### config.mk
export PLATFORM = sky130hd
export DESIGN_NAME = fff_ctrl
export DESIGN_NICKNAME = d
export VERILOG_FILES = /design/src/fff_pkg.sv /design/src/fff_ctrl.sv
export SDC_FILE = /design/constraint.sdc
export NUM_CORES = 1
export LEC_CHECK = 0
export ABC_AREA = 1
export BUFFER_PORTS_ARGS = -buffer_cell sky130_fd_sc_hd__buf_4
export CORE_MARGIN = 4
export CORE_UTILIZATION = 45
export DETAILED_ROUTE_END_ITERATION = 7
export GPL_TIMING_DRIVEN = 0
export HOLD_SLACK_MARGIN = 0.12
export PLACE_DENSITY = 0.76
export SYNTH_ARGS = -nofsm -noshare
export SYNTH_HDL_FRONTEND = slang
export SYNTH_SLANG_ARGS = --single-unit
### constraint.sdc
create_clock -name clk -period 2.94 [get_ports clk]
set_input_delay 0 -clock clk [delete_from_list [all_inputs] [get_ports clk]]
set_output_delay 0 -clock clk [all_outputs]
set_load 0.02 [all_outputs]
### src/fff_pkg.sv
// Shared types, constants and helper functions for the framebuffer flood-fill block.
package fff_pkg;

  // Store and stack geometry.
  localparam int MAX_WIDTH   = 128;
  localparam int MAX_HEIGHT  = 128;
  localparam int STACK_DEPTH = 4096;
  localparam int STORE_WORDS = MAX_WIDTH * MAX_HEIGHT;

  localparam int X_W     = $clog2(MAX_WIDTH);
  localparam int Y_W     = $clog2(MAX_HEIGHT);
  localparam int POS_W   = X_W + Y_W;
  localparam int ADDR_W  = $clog2(STORE_WORDS);
  localparam int SP_W    = $clog2(STACK_DEPTH);
  localparam int CNT_W   = $clog2(STACK_DEPTH + 1);
  localparam int DIM_W   = 8;
  localparam int CFG_IDX_W = 1;

  // Configuration register indexes.
  localparam logic [CFG_IDX_W-1:0] CFG_FRAME_WIDTH  = 1'b0;
  localparam logic [CFG_IDX_W-1:0] CFG_FRAME_HEIGHT = 1'b1;

  // Reset values of the frame size registers.
  localparam logic [DIM_W-1:0] RESET_WIDTH  = 8'd128;
  localparam logic [DIM_W-1:0] RESET_HEIGHT = 8'd128;

  // Byte-swap masks.
  localparam logic [31:0] MASK_LO16 = 32'h0000FFFF;
  localparam logic [31:0] MASK_HI16 = 32'hFFFF0000;
  localparam logic [31:0] MASK_LO8  = 32'h00FF00FF;
  localparam logic [31:0] MASK_HI8  = 32'hFF00FF00;

  // Request codes.
  localparam logic [1:0] REQ_LOAD = 2'd0;
  localparam logic [1:0] REQ_SET  = 2'd1;
  localparam logic [1:0] REQ_FILL = 2'd2;
  localparam logic [1:0] REQ_READ = 2'd3;

  // Result status codes.
  localparam logic [1:0] ST_DONE = 2'd0;
  localparam logic [1:0] ST_OOF  = 2'd1;
  localparam logic [1:0] ST_SAME = 2'd2;
  localparam logic [1:0] ST_OVF  = 2'd3;

  // Neighbor order for pushes.
  localparam logic [1:0] NB_RIGHT = 2'd0;
  localparam logic [1:0] NB_LEFT  = 2'd1;
  localparam logic [1:0] NB_UP    = 2'd2;
  localparam logic [1:0] NB_DOWN  = 2'd3;

  typedef struct packed {
    logic [1:0]         req_type;
    logic signed [15:0] pos_x;
    logic signed [15:0] pos_y;
    logic [31:0]        color;
  } req_item_t;

  typedef struct packed {
    logic [31:0] read_data;
    logic [1:0]  status;
  } res_item_t;

  typedef struct packed {
    logic [DIM_W-1:0] w;
    logic [DIM_W-1:0] h;
  } dims_t;

  typedef enum logic [3:0] {
    S_IDLE,
    S_ADDR,
    S_EXEC,
    S_RD_WAIT,
    S_TGT,
    S_POP,
    S_POP_WAIT,
    S_PIX_RD,
    S_PIX_CMP,
    S_PUSH,
    S_FINISH
  } state_t;

  // Commands from the controller to the datapath.
  typedef struct packed {
    logic       latch_req;
    logic       calc_req_addr;
    logic       calc_pop_addr;
    logic       store_wr;
    logic       store_rd;
    logic       latch_data;
    logic       push_seed;
    logic       pop;
    logic       push;
    logic       clear_count;
    logic [1:0] nb_sel;
    logic       res_load;
    logic [1:0] res_status;
  } cmd_t;

  // Status from the datapath to the controller.
  typedef struct packed {
    logic [1:0] req_type;
    logic       oof;
    logic       same_color;
    logic       pix_match;
    logic       stack_empty;
    logic       stack_full;
    logic       nb_ok;
  } stat_t;

  // Reverse the byte order of a 32-bit word.
  function automatic logic [31:0] swap_bytes(input logic [31:0] c);
    logic [31:0] t;
    t = ((c & MASK_LO16) << 16) | ((c & MASK_HI16) >> 16);
    return ((t & MASK_LO8) << 8) | ((t & MASK_HI8) >> 8);
  endfunction

  // Clamp a size register into the range 1..max.
  function automatic logic [DIM_W-1:0] clamp_dim(input logic [DIM_W-1:0] v,
                                                 input logic [DIM_W-1:0] maxv);
    logic [DIM_W-1:0] r;
    r = v;
    if (v == '0) begin
      r = DIM_W'(1);
    end else if (v > maxv) begin
      r = maxv;
    end
    return r;
  endfunction

endpackage

### src/fff_ctrl.sv
// Controller state machine that sequences requests and the stack walk of a fill.
module fff_ctrl (
  input  logic           clk,
  input  logic           rst_n,
  input  logic           in_valid,
  input  logic           out_free,
  input  fff_pkg::stat_t stat,
  output logic           in_ready,
  output fff_pkg::cmd_t  cmd
);
  import fff_pkg::*;

  state_t     state_r;
  state_t     state_nxt;
  logic [1:0] k_r;
  logic [1:0] k_nxt;
  logic [1:0] status_r;
  logic [1:0] status_nxt;

  // State, neighbor counter and pending status.
  always_ff @(posedge clk) begin
    if (!rst_n) begin
      state_r  <= S_IDLE;
      k_r      <= '0;
      status_r <= ST_DONE;
    end else begin
      state_r  <= state_nxt;
      k_r      <= k_nxt;
      status_r <= status_nxt;
    end
  end

  // Next state and commands.
  always_comb begin
    state_nxt      = state_r;
    k_nxt          = k_r;
    status_nxt     = status_r;
    in_ready       = 1'b0;
    cmd            = '0;
    cmd.nb_sel     = k_r;
    cmd.res_status = status_r;

    case (state_r)
      S_IDLE: begin
        in_ready = 1'b1;
        if (in_valid) begin
          cmd.latch_req = 1'b1;
          state_nxt     = S_ADDR;
        end
      end
      S_ADDR: begin
        cmd.calc_req_addr = 1'b1;
        state_nxt         = S_EXEC;
      end
      S_EXEC: begin
        if (stat.oof) begin
          status_nxt = ST_OOF;
          state_nxt  = S_FINISH;
        end else begin
          case (stat.req_type)
            REQ_LOAD, REQ_SET: begin
              cmd.store_wr = 1'b1;
              status_nxt   = ST_DONE;
              state_nxt    = S_FINISH;
            end
            REQ_FILL: begin
              cmd.store_rd = 1'b1;
              state_nxt    = S_TGT;
            end
            default: begin
              cmd.store_rd = 1'b1;
              state_nxt    = S_RD_WAIT;
            end
          endcase
        end
      end
      S_RD_WAIT: begin
        cmd.latch_data = 1'b1;
        status_nxt     = ST_DONE;
        state_nxt      = S_FINISH;
      end
      S_TGT: begin
        if (stat.same_color) begin
          status_nxt = ST_SAME;
          state_nxt  = S_FINISH;
        end else begin
          cmd.push_seed = 1'b1;
          state_nxt     = S_POP;
        end
      end
      S_POP: begin
        if (stat.stack_empty) begin
          status_nxt = ST_DONE;
          state_nxt  = S_FINISH;
        end else begin
          cmd.pop   = 1'b1;
          state_nxt = S_POP_WAIT;
        end
      end
      S_POP_WAIT: begin
        cmd.calc_pop_addr = 1'b1;
        state_nxt         = S_PIX_RD;
      end
      S_PIX_RD: begin
        cmd.store_rd = 1'b1;
        state_nxt    = S_PIX_CMP;
      end
      S_PIX_CMP: begin
        if (stat.pix_match) begin
          cmd.store_wr = 1'b1;
          k_nxt        = NB_RIGHT;
          state_nxt    = S_PUSH;
        end else begin
          state_nxt = S_POP;
        end
      end
      S_PUSH: begin
        if (stat.nb_ok && stat.stack_full) begin
          // Overflow ends the fill and empties the stack.
          cmd.clear_count = 1'b1;
          status_nxt      = ST_OVF;
          state_nxt       = S_FINISH;
        end else begin
          cmd.push = stat.nb_ok;
          if (k_r == NB_DOWN) begin
            state_nxt = S_POP;
          end else begin
            k_nxt = k_r + 2'd1;
          end
        end
      end
      S_FINISH: begin
        if (out_free) begin
          cmd.res_load = 1'b1;
          state_nxt    = S_IDLE;
        end
      end
      default: begin
        state_nxt = S_IDLE;
      end
    endcase
  end

endmodule
==> summary.md <==
| Metric | Value |
|---|---|
| Yosys cell types | `18` |
| Cell Chain, Critical Path | `inv_1 -> nor2_1 -> nand2_1 -> o31ai_1 -> buf_4` |
| F_max | `0.6745 GHz` |
| Worst Hold Depth | `5` |
| Cell Rows | `14` |
| Clk Latency, worst-skew pair | `0.25 ns` |
| Final antenna diode count | `0` |
| Worst Tran Pin Value | `0.3787 ns` |
| Clk slew on worst S/H paths | `0.05 ns` |
| Seq cells post-synth | `8` |
| Startpoint Class | `flip-flop` |
| Core Area | `0.001506 mm²` |
| Reg-to-Reg Start | `state_r[1]` |
| Hold Violations, Final | `0` |
| CTS sink cnt | `8` |
| Final TNS setup | `0 ns` |
| Total Routing Usage GR | `19.73%` |
| DR DRC count | `0` |
| Post-synthesis sequential area ratio | `22.30%` |
| Final setup fails | `0` |
| Dpl hpwl | `1702 µm` |
| Worst R2R Path Depth | `9` |
| CTS root buf | `clkbuf_4` |
| RSZ-0062 raised after global routing | `no` |
| Lkg Pwr | `0.5456 nW` |
| Reg-to-Reg End | `state_r[1]` |
| Post-DP Area | `940.9 µm²` |
| Die height | `47.95 µm` |
| Setup CP Type | `reg2out` |
| Critical path endpoint category | `output port` |
| Crit path max fanout | `5` |
| Slowest cell on crit path | `dfxtp_1` |
| Area delta synth->final | `35.54%` |
| Final GP Congestion | `0.9046` |
| CTS tree | `done` |
| H-tree Lvls | `1` |
| Min-delay src | `stat[5]` |
| Gate Count Post-Synth | `130` |
| CP Data Required Time | `2.94 ns` |
| Post-route cell area | `973.4 µm²` |
| Minimum clock period after layout | `1.482 ns` |
| Clock skew | `0.002803 ns` |
| VDD IR max | `0.5156 mV` |
| Hold Crit Endpoint | `status_r[0]` |
| Syn Nets | `143` |
| Slew headroom | `74.66%` |
| Sequential Area | `160.2 µm²` |
| Cell area after synthesis | `718.2 µm²` |
| HP Class | `in2reg` |
| Routed via count | `907` |
| Die area | `0.002299 mm²` |
| Clock Tree Buf Depth | `2` |
| Antenna violations before repair | `0` |
| Final WL | `1984 µm` |
| Maxcap violations | `0` |
| I/O pin total | `28` |
| Final Total Pwr | `780.3 µW` |
| Via-per-instance ratio | `5.124` |
| Slew Limit Fails | `0` |
| Initial Util | `47.67%` |
| Die width | `47.95 µm` |
| Fin nets | `176` |
| Cts bufs inserted | `3` |
| Status | `finished, final reports clean` |
| Post-DRT Antenna Nets | `0` |
| Syn Area/Cell | `5.525 µm²` |
| Critical path arrival | `1.48 ns` |
| Share of cells above drive strength 1 | `27.33%` |
| Tcrit/Tclk final | `50.42%` |
| Fill count | `159` |
| Post-CTS Setup Bufs | `0` |
| WL/cell | `11.21 µm` |
| PD cells | `801.6 mW/mm²` |
| PortBufs | `27` |
| Total grt overflow | `0` |
| Syn. warnings | `0` |
| Number of global-route vias before repair | `761` |
| Register-to-register setup slack | `1.53 ns` |
| Slowest stage delay, CP | `0.42 ns` |
| Largest net degree at the start of global routing | `7` |
| Area of the multi-input gates | `486.7 µm²` |
| Initial DRC Count | `21` |
| TritonRoute pass-1 iters | `4` |
| First-pass GRT wire length | `3208 µm` |
==> metal layers <==
layer / track usage [%] / part of all wire (%) / vias to the layer above
li1: - / - / 477
met1: 26.11 / 46 / 399
met2: 31.66 / 46 / 29
met3: 1.504 / 6.6 / 2
met4: 10.22 / 1.1 / 0
met5: 0 / 0 / -
==> critical path, delay by kind of cell, from the launching register on <==
kind / cells / cell delay (ns)
DFF: 1 / 0.42
and+or+nand+nor: 2 / 0.32
AOI/OAI and AO/OA: 1 / 0.20
buffers and inverters: 2 / 0.30
==> placed cells by master, fill, tap and decap left out, drive strengths merged <==
cell / netlist / layout
o21ai: 5 / 5
nand3: 12 / 12
ha: 1 / 1
dfxtp: 8 / 8
o31ai: 1 / 1
and3: 1 / 1
nand3b: 5 / 5
nor2: 32 / 32
a21oi: 4 / 4
dlygate4sd3: 0 / 1
clkbuf: 0 / 3
nand2: 38 / 38
buf: 0 / 27
nor3: 4 / 4
inv: 19 / 19
==> state kept, by name, summed over array words and instances, names as in the netlist <==
name and count:
state_r 4, k_r 2, status_r 2
==> how the worst max path moves through the flow <==
| stage | startpoint | end | cells after the start |
|---|---|---|---|
| 3_5_place_dp | state_r[1] | state_r[1] | 9 |
| 6_report | state_r[1] | cmd[11] | 5 |
| 4_1_cts | state_r[1] | cmd[11] | 5 |
| 2_1_floorplan | state_r[1] | cmd[11] | 4 |
| 5_1_grt | state_r[1] | cmd[11] | 5 |
| 3_3_place_gp | state_r[1] | state_r[1] | 9 |
==> what timing repair did <==
item / in CTS / in global routing
gates resized for setup: 0 / 0
hold endpoints to repair: 8 / 0
hold buffers: 1 / 0
==> logic make-up (layout without fill, tap and decap cells) <==
| family | count (synthesis) | count (layout) | synth area share, % |
|---|---|---|---|
| simple gates | 92 | 92 | 58.71 |
| buf+inv | 19 | 50 | 9.931 |
| compound gates | 10 | 10 | 7.317 |
| flops | 8 | 8 | 22.30 |
| fa+ha+maj | 1 | 1 | 1.742 |
==> where the power goes <==
part	switching [mW]	internal [mW]	leakage, nW
combinational	0.333	0.190	0.467
clock	0.0341	0.0465	0.0138
sequential	0.0391	0.137	0.0653
==> synth_stat cells (all sizes together) <==
library cell | n | area share, %
nand3 | 12 | 9.1
nand3b | 5 | 5.2
a21oi | 4 | 2.8
nor2 | 32 | 20
inv | 19 | 9.9
ha | 1 | 1.7
o21ai | 5 | 3.5
nand2 | 38 | 21
dfxtp | 8 | 22
nor3 | 4 | 2.8
o31ai | 1 | 1.0
and3 | 1 | 0.87
==> stage by stage <==
| step | hold slack [ns] | std cells | setup slack [ns] | util (%) |
|---|---|---|---|---|
| floorplan | 0.07979 | 130 | 1.694 | - |
| global placement | 0.2204 | 173 | 1.550 | 62.46 |
| detailed placement | 0.2266 | 173 | 1.556 | 62.46 |
| CTS | 0.1417 | 177 | 1.454 | 64.62 |
| global route | 0.1783 | 177 | 1.343 | 64.62 |
| finish | 0.1511 | 177 | 1.458 | 64.62 |
==> layout make-up <==
type,instances,area share [%]
Inverter,19,7.326
Clock buffer,3,2.314
Sequential cell,8,16.45
Tap cell,16,2.057
Multi-Input combinational cell,103,50.00
Timing Repair Buffer,28,21.85
Note: power is estimated with default switching activity, not from simulation.
